`config.mk`:
```
export PLATFORM = sky130hd
export DESIGN_NAME = retransmit_timeout_estimator_core
export DESIGN_NICKNAME = d
export VERILOG_FILES = /design/src/rtl/rto_pkg.sv /design/src/rtl/rto_regs.sv /design/src/rtl/rto_front.sv /design/src/rtl/rto_back.sv /design/src/rtl/retransmit_timeout_estimator_core.sv
export SDC_FILE = /design/constraint.sdc
export NUM_CORES = 2
export LEC_CHECK = 0
export BUFFER_PORTS_ARGS = -buffer_cell sky130_fd_sc_hd__buf_2
export CAP_MARGIN = 40
export CORE_MARGIN = 2
export CORE_UTILIZATION = 55
export DETAILED_ROUTE_END_ITERATION = 7
export MAX_ROUTING_LAYER = met4
export PLACE_DENSITY = 0.71
export REMOVE_ABC_BUFFERS = 1
export SYNTH_ARGS = -nofsm -noshare
export SYNTH_HDL_FRONTEND = slang
export SYNTH_SLANG_ARGS = --single-unit
```
`constraint.sdc`:
```
create_clock -name clk -period 20 [get_ports clk]
set_input_delay 1 -clock clk [delete_from_list [all_inputs] [get_ports clk]]
set_output_delay 1 -clock clk [all_outputs]
set_load 0.01 [all_outputs]
```
`src/rtl/rto_pkg.sv`:
```
// Shared types, codes and constants of the retransmit timeout estimator.
// No dependencies; every other file of the block refers to it by scoped names.
`timescale 1ns / 1ps
`default_nettype none

package rto_pkg;

  // Time values in nanoseconds
  localparam int TIME_W = 40;
  localparam logic [TIME_W-1:0] TIME_MASK = '1;
  localparam int STAMP_W = 64;

  // Configuration port geometry (40-bit registers on a 64-bit data bus)
  localparam int CFG_DW = 64;
  localparam int CFG_AW = 5;
  localparam int CFG_IW = 2;

  // Register indexes
  localparam logic [CFG_IW-1:0] REG_MIN_RTO = 2'd0;
  localparam logic [CFG_IW-1:0] REG_MAX_RTO = 2'd1;
  localparam logic [CFG_IW-1:0] REG_GRAN    = 2'd2;

  // Reset values
  localparam logic [TIME_W-1:0] MIN_RTO_RST = TIME_W'(64'd1000000000);
  localparam logic [TIME_W-1:0] MAX_RTO_RST = TIME_W'(64'd60000000000);
  localparam logic [TIME_W-1:0] GRAN_RST    = TIME_W'(64'd1000000);
  localparam logic [TIME_W-1:0] RTO_RST     = TIME_W'(64'd1000000000);

  // Request codes
  localparam logic [1:0] REQ_OBSERVE  = 2'd0;
  localparam logic [1:0] REQ_BACKOFF  = 2'd1;
  localparam logic [1:0] REQ_PROGRESS = 2'd2;

  // Status codes
  localparam logic [1:0] ST_OK       = 2'd0;
  localparam logic [1:0] ST_BAD_TIME = 2'd1;
  localparam logic [1:0] ST_KARN     = 2'd2;

  // Queue sizes
  localparam int CQ_DEPTH = 2;
  localparam int CQ_AW    = $clog2(CQ_DEPTH);
  localparam int OQ_DEPTH = 4;
  localparam int OQ_AW    = $clog2(OQ_DEPTH);

  // Operation handed from the front to the back
  typedef enum logic [1:0] {
    OP_NONE,
    OP_SAMPLE,
    OP_BACKOFF,
    OP_RESTORE
  } op_t;

  typedef struct packed {
    op_t              op;
    logic [1:0]       status;
    logic [TIME_W-1:0] sample;
  } cmd_t;

  typedef struct packed {
    logic [TIME_W-1:0] min_rto;
    logic [TIME_W-1:0] max_rto;
    logic [TIME_W-1:0] clock_granularity;
  } cfg_t;

  typedef struct packed {
    logic [1:0]         req_type;
    logic [STAMP_W-1:0] sent_time;
    logic [STAMP_W-1:0] ack_time;
    logic               retransmitted;
  } in_item_t;

  typedef struct packed {
    logic [1:0]        status;
    logic [TIME_W-1:0] rto_now;
    logic [TIME_W-1:0] smoothed_rtt;
    logic [TIME_W-1:0] rtt_variation;
    logic              estimator_ready;
  } out_item_t;

endpackage

`default_nettype wire

```
`src/rtl/rto_regs.sv`:
```
// Configuration registers (min_rto, max_rto, clock_granularity) behind an APB-style port.
// Depends on rto_pkg.
`timescale 1ns / 1ps
`default_nettype none

module rto_regs (
  input  wire logic                      clk,
  input  wire logic                      rst_n,
  input  wire logic                      psel,
  input  wire logic                      penable,
  input  wire logic                      pwrite,
  input  wire logic [rto_pkg::CFG_AW-1:0] paddr,
  input  wire logic [rto_pkg::CFG_DW-1:0] pwdata,
  output logic      [rto_pkg::CFG_DW-1:0] prdata,
  output logic                           pready,
  output rto_pkg::cfg_t                  cfg
);

  logic [rto_pkg::CFG_IW-1:0] idx;
  logic                       wr_en;
  logic [rto_pkg::TIME_W-1:0] wval;
  rto_pkg::cfg_t              cfg_r;

  assign idx    = paddr[rto_pkg::CFG_AW-1:3];
  assign pready = 1'b1;
  assign wr_en  = psel && penable && pwrite && pready;
  assign wval   = pwdata[rto_pkg::TIME_W-1:0];
  assign cfg    = cfg_r;

  // Write the addressed register; other addresses drop the write
  always_ff @(posedge clk) begin
    if (!rst_n) begin
      cfg_r.min_rto           <= rto_pkg::MIN_RTO_RST;
      cfg_r.max_rto           <= rto_pkg::MAX_RTO_RST;
      cfg_r.clock_granularity <= rto_pkg::GRAN_RST;
    end else if (wr_en) begin
      case (idx)
        rto_pkg::REG_MIN_RTO: cfg_r.min_rto           <= wval;
        rto_pkg::REG_MAX_RTO: cfg_r.max_rto           <= wval;
        rto_pkg::REG_GRAN:    cfg_r.clock_granularity <= wval;
        default: ;
      endcase
    end
  end

  // Read back the addressed register
  always_comb begin
    case (idx)
      rto_pkg::REG_MIN_RTO: prdata = rto_pkg::CFG_DW'(cfg_r.min_rto);
      rto_pkg::REG_MAX_RTO: prdata = rto_pkg::CFG_DW'(cfg_r.max_rto);
      rto_pkg::REG_GRAN:    prdata = rto_pkg::CFG_DW'(cfg_r.clock_granularity);
      default:              prdata = '0;
    endcase
  end

endmodule

`default_nettype wire

```
`src/rtl/rto_front.sv`:
```
// Front end: accepts requests, checks timestamps, applies Karn's rule and caps the
// sample, then queues a command for the back end. Depends on rto_pkg.
`timescale 1ns / 1ps
`default_nettype none

module rto_front (
  input  wire logic              clk,
  input  wire logic              rst_n,
  input  wire logic              in_push,
  output logic                   in_full,
  input  rto_pkg::in_item_t      in_item,
  input  rto_pkg::cfg_t          cfg,
  input  wire logic              cmd_pop,
  output logic                   cmd_vld,
  output rto_pkg::cmd_t          cmd
);

  logic [rto_pkg::STAMP_W:0]    dt;
  logic                         ack_early;
  logic [rto_pkg::TIME_W-1:0]   sample_cap;
  rto_pkg::cmd_t                cmd_in;
  logic                         push_ok;

  rto_pkg::cmd_t                q_r [rto_pkg::CQ_DEPTH];
  logic [rto_pkg::CQ_AW-1:0]    wptr_r, wptr_nxt;
  logic [rto_pkg::CQ_AW-1:0]    rptr_r, rptr_nxt;
  logic [rto_pkg::CQ_AW:0]      cnt_r, cnt_nxt;

  // Elapsed time, with the borrow flagging a reversed pair
  assign dt        = {1'b0, in_item.ack_time} - {1'b0, in_item.sent_time};
  assign ack_early = dt[rto_pkg::STAMP_W];
  assign sample_cap = (dt[rto_pkg::STAMP_W-1:0] > rto_pkg::STAMP_W'(cfg.max_rto)) ?
                      cfg.max_rto : dt[rto_pkg::TIME_W-1:0];

  // Classify the request
  always_comb begin
    cmd_in.op     = rto_pkg::OP_NONE;
    cmd_in.status = rto_pkg::ST_OK;
    cmd_in.sample = sample_cap;
    case (in_item.req_type)
      rto_pkg::REQ_OBSERVE: begin
        if (ack_early) begin
          cmd_in.status = rto_pkg::ST_BAD_TIME;
        end else if (in_item.retransmitted) begin
          cmd_in.status = rto_pkg::ST_KARN;
        end else begin
          cmd_in.op = rto_pkg::OP_SAMPLE;
        end
      end
      rto_pkg::REQ_BACKOFF:  cmd_in.op = rto_pkg::OP_BACKOFF;
      rto_pkg::REQ_PROGRESS: cmd_in.op = rto_pkg::OP_RESTORE;
      default:               cmd_in.op = rto_pkg::OP_NONE;
    endcase
  end

  assign in_full = (cnt_r == (rto_pkg::CQ_AW+1)'(rto_pkg::CQ_DEPTH));
  assign push_ok = in_push && !in_full;
  assign cmd_vld = (cnt_r != '0);
  assign cmd     = q_r[rptr_r];

  // Advance queue pointers and fill count
  always_comb begin
    wptr_nxt = wptr_r;
    rptr_nxt = rptr_r;
    cnt_nxt  = cnt_r;
    if (push_ok) begin
      wptr_nxt = wptr_r + 1'b1;
    end
    if (cmd_pop && cmd_vld) begin
      rptr_nxt = rptr_r + 1'b1;
    end
    case ({push_ok, cmd_pop && cmd_vld})
      2'b10:   cnt_nxt = cnt_r + 1'b1;
      2'b01:   cnt_nxt = cnt_r - 1'b1;
      default: cnt_nxt = cnt_r;
    endcase
  end

  always_ff @(posedge clk) begin
    if (!rst_n) begin
      wptr_r <= '0;
      rptr_r <= '0;
      cnt_r  <= '0;
    end else begin
      wptr_r <= wptr_nxt;
      rptr_r <= rptr_nxt;
      cnt_r  <= cnt_nxt;
    end
  end

  // Store the command
  always_ff @(posedge clk) begin
    if (push_ok) begin
      q_r[wptr_r] <= cmd_in;
    end
  end

endmodule

`default_nettype wire

```
`src/rtl/rto_back.sv`:
```
// Back end: updates the smoothed RTT and variation, then the timeout, and queues one
// result per command. Depends on rto_pkg.
`timescale 1ns / 1ps
`default_nettype none

module rto_back (
  input  wire logic              clk,
  input  wire logic              rst_n,
  input  rto_pkg::cfg_t          cfg,
  input  wire logic              cmd_vld,
  input  rto_pkg::cmd_t          cmd,
  output logic                   cmd_pop,
  output logic                   out_empty,
  input  wire logic              out_pop,
  output rto_pkg::out_item_t     out_item
);

  localparam int TW = rto_pkg::TIME_W;

  // Estimator state
  logic          have_r;
  logic [TW-1:0] srtt_r, srtt_nxt;
  logic [TW-1:0] var_r, var_nxt;
  logic [TW-1:0] comp_r, comp_nxt;
  logic [TW-1:0] cur_r, cur_nxt;

  // Stage between the averaging and timeout steps
  logic          a_vld_r;
  rto_pkg::op_t  a_op_r;
  logic [1:0]    a_status_r;

  // Result queue
  rto_pkg::out_item_t         oq_r [rto_pkg::OQ_DEPTH];
  logic [rto_pkg::OQ_AW-1:0]  oq_wptr_r;
  logic [rto_pkg::OQ_AW-1:0]  oq_rptr_r;
  logic [rto_pkg::OQ_AW:0]    oq_cnt_r, oq_cnt_nxt;
  logic [rto_pkg::OQ_AW:0]    credit_used;
  logic                       oq_rd;
  rto_pkg::out_item_t         res;

  // Averaging terms
  logic [TW-1:0] diff;
  logic [TW+1:0] v_sum;
  logic [TW+2:0] s_sum;

  // Timeout terms
  logic [TW-1:0] quad;
  logic [TW-1:0] variation;
  logic [TW:0]   t_sum;
  logic [TW-1:0] raw_sat;
  logic [TW-1:0] raw_lo;
  logic [TW-1:0] raw_clamp;

  // Take a command only when a result slot is reserved for it
  assign credit_used = oq_cnt_r + (rto_pkg::OQ_AW+1)'(a_vld_r);
  assign cmd_pop     = cmd_vld && (credit_used < (rto_pkg::OQ_AW+1)'(rto_pkg::OQ_DEPTH));

  // Smoothing: rttvar = (3v + |s - x|) / 4, srtt = (7s + x) / 8
  assign diff  = (srtt_r > cmd.sample) ? (srtt_r - cmd.sample) : (cmd.sample - srtt_r);
  assign v_sum = {1'b0, var_r, 1'b0} + {2'b00, var_r} + {2'b00, diff};
  assign s_sum = {srtt_r, 3'b000} - {3'b000, srtt_r} + {3'b000, cmd.sample};

  always_comb begin
    srtt_nxt = srtt_r;
    var_nxt  = var_r;
    if (cmd_pop && cmd.op == rto_pkg::OP_SAMPLE) begin
      if (!have_r) begin
        srtt_nxt = cmd.sample;
        var_nxt  = {1'b0, cmd.sample[TW-1:1]};
      end else begin
        srtt_nxt = s_sum[TW+2:3];
        var_nxt  = v_sum[TW+1:2];
      end
    end
  end

  // Timeout from the updated averages: saturate, raise to min, lower to max
  assign quad      = (var_r[TW-1:TW-2] != 2'b00) ? rto_pkg::TIME_MASK : {var_r[TW-3:0], 2'b00};
  assign variation = (quad > cfg.clock_granularity) ? quad : cfg.clock_granularity;
  assign t_sum     = {1'b0, srtt_r} + {1'b0, variation};
  assign raw_sat   = (t_sum > {1'b0, cfg.max_rto}) ? cfg.max_rto : t_sum[TW-1:0];
  assign raw_lo    = (raw_sat < cfg.min_rto) ? cfg.min_rto : raw_sat;
  assign raw_clamp = (raw_lo > cfg.max_rto) ? cfg.max_rto : raw_lo;

  always_comb begin
    comp_nxt = comp_r;
    cur_nxt  = cur_r;
    if (a_vld_r) begin
      case (a_op_r)
        rto_pkg::OP_SAMPLE: begin
          comp_nxt = raw_clamp;
          cur_nxt  = raw_clamp;
        end
        rto_pkg::OP_BACKOFF: begin
          cur_nxt = (cur_r > {1'b0, cfg.max_rto[TW-1:1]}) ? cfg.max_rto : {cur_r[TW-2:0], 1'b0};
        end
        rto_pkg::OP_RESTORE: cur_nxt = comp_r;
        default:             cur_nxt = cur_r;
      endcase
    end
  end

  // Build the result of the item in the timeout step
  always_comb begin
    res.status          = a_status_r;
    res.rto_now         = cur_nxt;
    res.smoothed_rtt    = srtt_r;
    res.rtt_variation   = var_r;
    res.estimator_ready = have_r;
  end

  assign oq_rd     = out_pop && !out_empty;
  assign out_empty = (oq_cnt_r == '0);
  assign out_item  = oq_r[oq_rptr_r];

  always_comb begin
    case ({a_vld_r, oq_rd})
      2'b10:   oq_cnt_nxt = oq_cnt_r + 1'b1;
      2'b01:   oq_cnt_nxt = oq_cnt_r - 1'b1;
      default: oq_cnt_nxt = oq_cnt_r;
    endcase
  end

  // Hold state, advance the stage and the queue
  always_ff @(posedge clk) begin
    if (!rst_n) begin
      have_r     <= 1'b0;
      srtt_r     <= '0;
      var_r      <= '0;
      comp_r     <= rto_pkg::RTO_RST;
      cur_r      <= rto_pkg::RTO_RST;
      a_vld_r    <= 1'b0;
      a_op_r     <= rto_pkg::OP_NONE;
      a_status_r <= rto_pkg::ST_OK;
      oq_wptr_r  <= '0;
      oq_rptr_r  <= '0;
      oq_cnt_r   <= '0;
    end else begin
      if (cmd_pop && cmd.op == rto_pkg::OP_SAMPLE) begin
        have_r <= 1'b1;
      end
      srtt_r     <= srtt_nxt;
      var_r      <= var_nxt;
      comp_r     <= comp_nxt;
      cur_r      <= cur_nxt;
      a_vld_r    <= cmd_pop;
      a_op_r     <= cmd.op;
      a_status_r <= cmd.status;
      if (a_vld_r) begin
        oq_wptr_r <= oq_wptr_r + 1'b1;
      end
      if (oq_rd) begin
        oq_rptr_r <= oq_rptr_r + 1'b1;
      end
      oq_cnt_r <= oq_cnt_nxt;
    end
  end

  // Store the result
  always_ff @(posedge clk) begin
    if (a_vld_r) begin
      oq_r[oq_wptr_r] <= res;
    end
  end

  // Reserved slots never exceed the result queue
  a_credit: assert property (@(posedge clk) disable iff (!rst_n)
    credit_used <= (rto_pkg::OQ_AW+1)'(rto_pkg::OQ_DEPTH))
    else $error("result queue over-committed");

  // Once a sample is taken the estimator stays ready
  a_ready_holds: assert property (@(posedge clk) disable iff (!rst_n)
    have_r |=> have_r)
    else $error("estimator ready dropped");

  // A fresh sample leaves the computed timeout within the upper clamp
  a_comp_clamped: assert property (@(posedge clk) disable iff (!rst_n)
    (a_vld_r && a_op_r == rto_pkg::OP_SAMPLE) |=> (comp_r <= $past(cfg.max_rto)))
    else $error("computed timeout above max_rto");

  // Averages change only when a sample command is taken
  a_avg_stable: assert property (@(posedge clk) disable iff (!rst_n)
    !(cmd_pop && cmd.op == rto_pkg::OP_SAMPLE) |=> ($stable(srtt_r) && $stable(var_r)))
    else $error("averages changed without a sample");

endmodule

`default_nettype wire

```
`src/rtl/retransmit_timeout_estimator_core.sv`:
```
// Top level of the retransmit timeout estimator: configuration registers, front end
// and back end. Depends on rto_pkg, rto_regs, rto_front and rto_back.
//
// Usage:
//   Requests enter on in_push/in_full/in_item (observe, timeout backoff, forward
//   progress). Each request yields exactly one result on out_empty/out_pop/out_item,
//   in order, carrying the status and the current timeout, smoothed RTT, variation
//   and ready flag.
//   An accepted request passes the command queue, the stage register and the result
//   queue before its result shows (out_empty low). Throughput: one request per cycle
//   while results drain, set by the averaging step, which feeds the next request.
//   The front holds up to 2 classified requests; the back reserves one of 4 result
//   slots per request taken, so a stalled receiver fills the result queue, then the
//   command queue, and only then raises in_full.
//   Reset (rst_n low at a clock edge) empties both queues, clears the estimator and
//   sets the timeout to one second and the registers to their defaults.
//   Registers lie at paddr 0 (min_rto), 8 (max_rto) and 16 (clock_granularity); write
//   them only while no request is outstanding.
`timescale 1ns / 1ps
`default_nettype none

module retransmit_timeout_estimator_core (
  input  wire logic                       clk,
  input  wire logic                       rst_n,
  input  wire logic                       in_push,
  output logic                            in_full,
  input  rto_pkg::in_item_t               in_item,
  output logic                            out_empty,
  input  wire logic                       out_pop,
  output rto_pkg::out_item_t              out_item,
  input  wire logic                       psel,
  input  wire logic                       penable,
  input  wire logic                       pwrite,
  input  wire logic [rto_pkg::CFG_AW-1:0] paddr,
  input  wire logic [rto_pkg::CFG_DW-1:0] pwdata,
  output logic      [rto_pkg::CFG_DW-1:0] prdata,
  output logic                            pready
);

  rto_pkg::cfg_t cfg;
  rto_pkg::cmd_t cmd;
  logic          cmd_vld;
  logic          cmd_pop;

  rto_regs u_regs (
    .clk     (clk),
    .rst_n   (rst_n),
    .psel    (psel),
    .penable (penable),
    .pwrite  (pwrite),
    .paddr   (paddr),
    .pwdata  (pwdata),
    .prdata  (prdata),
    .pready  (pready),
    .cfg     (cfg)
  );

  rto_front u_front (
    .clk     (clk),
    .rst_n   (rst_n),
    .in_push (in_push),
    .in_full (in_full),
    .in_item (in_item),
    .cfg     (cfg),
    .cmd_pop (cmd_pop),
    .cmd_vld (cmd_vld),
    .cmd     (cmd)
  );

  rto_back u_back (
    .clk       (clk),
    .rst_n     (rst_n),
    .cfg       (cfg),
    .cmd_vld   (cmd_vld),
    .cmd       (cmd),
    .cmd_pop   (cmd_pop),
    .out_empty (out_empty),
    .out_pop   (out_pop),
    .out_item  (out_item)
  );

endmodule

`default_nettype wire
```
==> flow_metrics.env <==
export IMPL_critical_path_class="register to register"
export IMPL_synth_cell_type_count=92
export IMPL_die_y_um=332
export IMPL_slowest_delay_ns=0.76
export IMPL_start_util_pct=55.3
export IMPL_crit_arrival_ns=18.22
export IMPL_track_usage_pct=33.0
export IMPL_finalHoldViolCount=0
export IMPL_finalSetupViolCount=0
export IMPL_required_ns=20.37
export IMPL_worstSkewPairLatency_ns=0.70
export IMPL_postCtsSetupBuffers=0
export IMPL_layout_common_cells="edfxtp_1, a21oi_1, inv_1, nand2_1, ha_1"
export IMPL_synthArstFlopShare_pct=0
export IMPL_io_buffers=344
export IMPL_via_count=47624
export IMPL_highest_layer="met4"
export IMPL_grt_first_pass_wirelength_mm=273
export IMPL_fmax_mhz=56.0
export IMPL_synth_edf_count=580
export IMPL_maxSlewHeadroom_pct=32.6
export IMPL_viasPerCell=6.20
export IMPL_final_common_cell="edfxtp_1"
export IMPL_antenna_left=0
export IMPL_clock_sinks=880
export IMPL_grt_max_degree=85
export IMPL_dr_pass1_iters=6
export IMPL_wl_met2_mm=81.1
export IMPL_wl_per_cell_um=23.4
export IMPL_cts_max_path_buffers=3
export IMPL_wl_mm=180
export IMPL_antenna_found_initial=19
export IMPL_syn_area_um2=59000
export IMPL_cp_common_cell="ha_1"
export IMPL_max_cap_viol_count=0
export IMPL_num_io_pins=397
export IMPL_critPathCaptureType="register"
export IMPL_wl_met1_mm=75.9
export IMPL_drt_iter0_markers=3843
export IMPL_outcome="completed"
export IMPL_numCtsBuffers=89
export IMPL_fp_row_count=120
export IMPL_syn2layout_area_growth_pct=10.0
export IMPL_die_area_um2=110000
export IMPL_finalCritPeriodShare_pct=89.2
export IMPL_start_kind="register"
export IMPL_yosys_warnings=0
export IMPL_core_area_um2=107000
export IMPL_routabilityCongestion=1.03
export IMPL_die_x_um=332
export IMPL_worstMarginPinSlew_ns=1.00
export IMPL_drive_gt1_share_pct=13.9
export IMPL_cp_max_fo=27
export IMPL_synthCells=5962
export IMPL_clkTransAtPathRegs_ns=0.06
export IMPL_drc_errors=0
export IMPL_maxSlewViolCount=0
export IMPL_syn_avg_cell_area_um2=9.90
export IMPL_yosysSeqAreaShare_pct=39.7
export IMPL_cts_hold_buf=0
export IMPL_place_ws_ns=2.50
export IMPL_skew_ns=0.0446
export IMPL_cts_root_buf="clkbuf_16"
export IMPL_worst_slack_ns=2.15
export IMPL_layout_min_cycle_time_ns=17.85
export IMPL_htreeDepth=3
export IMPL_ctsResizeCount=0
export IMPL_nNetsFinal=6982
export IMPL_peakVddDrop_mv=0.291
export IMPL_finalSetupTns_ns=0
export IMPL_tritoncts="done"
export IMPL_p_leak_uw=0.0266
export IMPL_min_path_type="register to register"
export IMPL_synth_ff_type="edfxtp_1"
export IMPL_p_per_area_nw_per_um2=187
export IMPL_grt_pass1_vias=45917
export IMPL_dp_hpwl_mm=137
export IMPL_rsz0062_at_grt="no"
export IMPL_crit_slowest_cell="nor4_1"
export IMPL_gr_total_overflow=0
export IMPL_wl_met3_mm=14.5
export IMPL_ys_ff_latch=880
-- synth_stat cells, drive strengths merged, types with 9 or more instances --
library cell | count | area (um2)
clkbuf | 219 | 822
o21bai | 51 | 387
a21o | 173 | 1300
o22a | 16 | 140
a32oi | 20 | 175
o211ai | 74 | 556
dfxtp | 300 | 6010
nor2 | 301 | 1130
a21boi | 18 | 139
mux4 | 123 | 2770
or2 | 10 | 62.6
mux2i | 145 | 1450
nand3 | 93 | 465
fa | 83 | 1660
nor4 | 19 | 125
ha | 509 | 6370
o221ai | 14 | 123
o22ai | 18 | 113
o31ai | 18 | 135
xor2 | 72 | 631
edfxtp | 580 | 17400
and2 | 46 | 288
o31a | 26 | 228
mux2 | 136 | 1580
nand2b | 41 | 257
or3 | 15 | 93.8
a211oi | 84 | 658
and3 | 27 | 169
nor3 | 69 | 350
nand4 | 101 | 632
a221oi | 15 | 131
inv | 557 | 2090
and4 | 13 | 114
a31oi | 50 | 313
nand2 | 549 | 2060
buf | 92 | 504
a211o | 11 | 96.3
o2111ai | 9 | 78.8
xnor2 | 113 | 990
o21a | 60 | 450
o21ai | 367 | 1840
nor2b | 42 | 263
a21oi | 575 | 2880
-- worst max-delay path, delay by kind of cell, from the launching register on --
family	cells	cell delay, ns
buffers and inverters	4	1.03
and+or+nand+nor	21	6.20
DFF	1	0.39
muxes	3	1.23
adders and majority gates	6	1.80
AOI/OAI and AO/OA	22	6.48
xor gates and xnor gates	1	0.36
-- final cells by class --
class                      count  area (um2)
clock buffer                 122        2450
multi-input combinational   4237       32400
inverter                     557        2090
antenna                       17        42.5
timing repair buffer         418        2390
sequential                   880       23400
fill                        9001       41800
tap                         1403        1760
clock inverter                44         433
-- metal layers --
layer	vias up	GRT usage (%)
li1	22184	-
met1	23103	43.5
met2	2002	50.8
met3	335	4.89
met4	0	14.7
met5	-	-
-- report_power, final --
part	total (uW)	leakage (uW)	switching [uW]	internal, uW
sequential	2440	0.00773	188	2250
clock	1670	0.00140	737	933
combinational	8070	0.0175	4860	3210
-- per-stage QoR --
stage          instances  cell area (um2)  hold WS [ns]  utilization (%)  power, uW
6_report            7678            65000         0.451             60.8      12200
5_1_grt             7675            65000         0.481             60.8      13000
4_1_cts             7661            64900         0.456             60.8      12000
3_5_place_dp        7495            62000         0.449             58.1      10300
3_3_place_gp        7486            61900         0.445             58.0      10200
2_1_floorplan       5674            57800         0.437                -       8130
-- final timing paths --
check | slack, ns | end | cells past startpoint | start
worst min register to register | 0.45 | u_back.comp_r[39]$_SDFFE_PN0P_ | 2 | u_back.comp_r[39]$_SDFFE_PN0P_
worst max-delay path | 2.15 | u_back.oq_r[3][108]$_DFFE_PP_ | 57 | u_back.var_r[39]$_SDFFE_PN0P_
worst min-delay path | 0.45 | u_back.comp_r[39]$_SDFFE_PN0P_ | 2 | u_back.comp_r[39]$_SDFFE_PN0P_
worst max register to register | 2.15 | u_back.oq_r[3][108]$_DFFE_PP_ | 57 | u_back.var_r[39]$_SDFFE_PN0P_
-- sequential cells by signal, summed over array words and instances (netlist names), named ones only --
name               flops
u_back.have_r          1
u_front.rptr_r         1
u_back.a_status_r      2
u_back.comp_r         40
u_back.cur_r          40
u_back.var_r          40
u_regs.cfg           120
u_back.oq_wptr_r       2
u_back.a_op_r          2
u_back.oq_cnt_r        3
u_back.oq_rptr_r       2
u_back.a_vld_r         1
u_back.srtt_r         40
u_front.q_r           88
u_back.oq_r          492
u_front.wptr_r         1
u_front.cnt_r          2
-- cell families (layout without fill, tap and decap cells) --
| logic type | Yosys count | after routing | share of synthesized area (%) |
|---|---|---|---|
| buffers and inverters | 868 | 1141 | 5.79 |
| xor gates and xnor gates | 185 | 185 | 2.74 |
| adders and majority gates | 592 | 592 | 13.6 |
| DFF | 880 | 880 | 39.7 |
| other | 2 | 42 | 0.0127 |
| AOI/OAI and AO/OA | 1679 | 1679 | 17.8 |
| muxes | 404 | 404 | 9.82 |
| and+or+nand+nor | 1352 | 1352 | 10.6 |
Power figures use the tool's default switching activity.
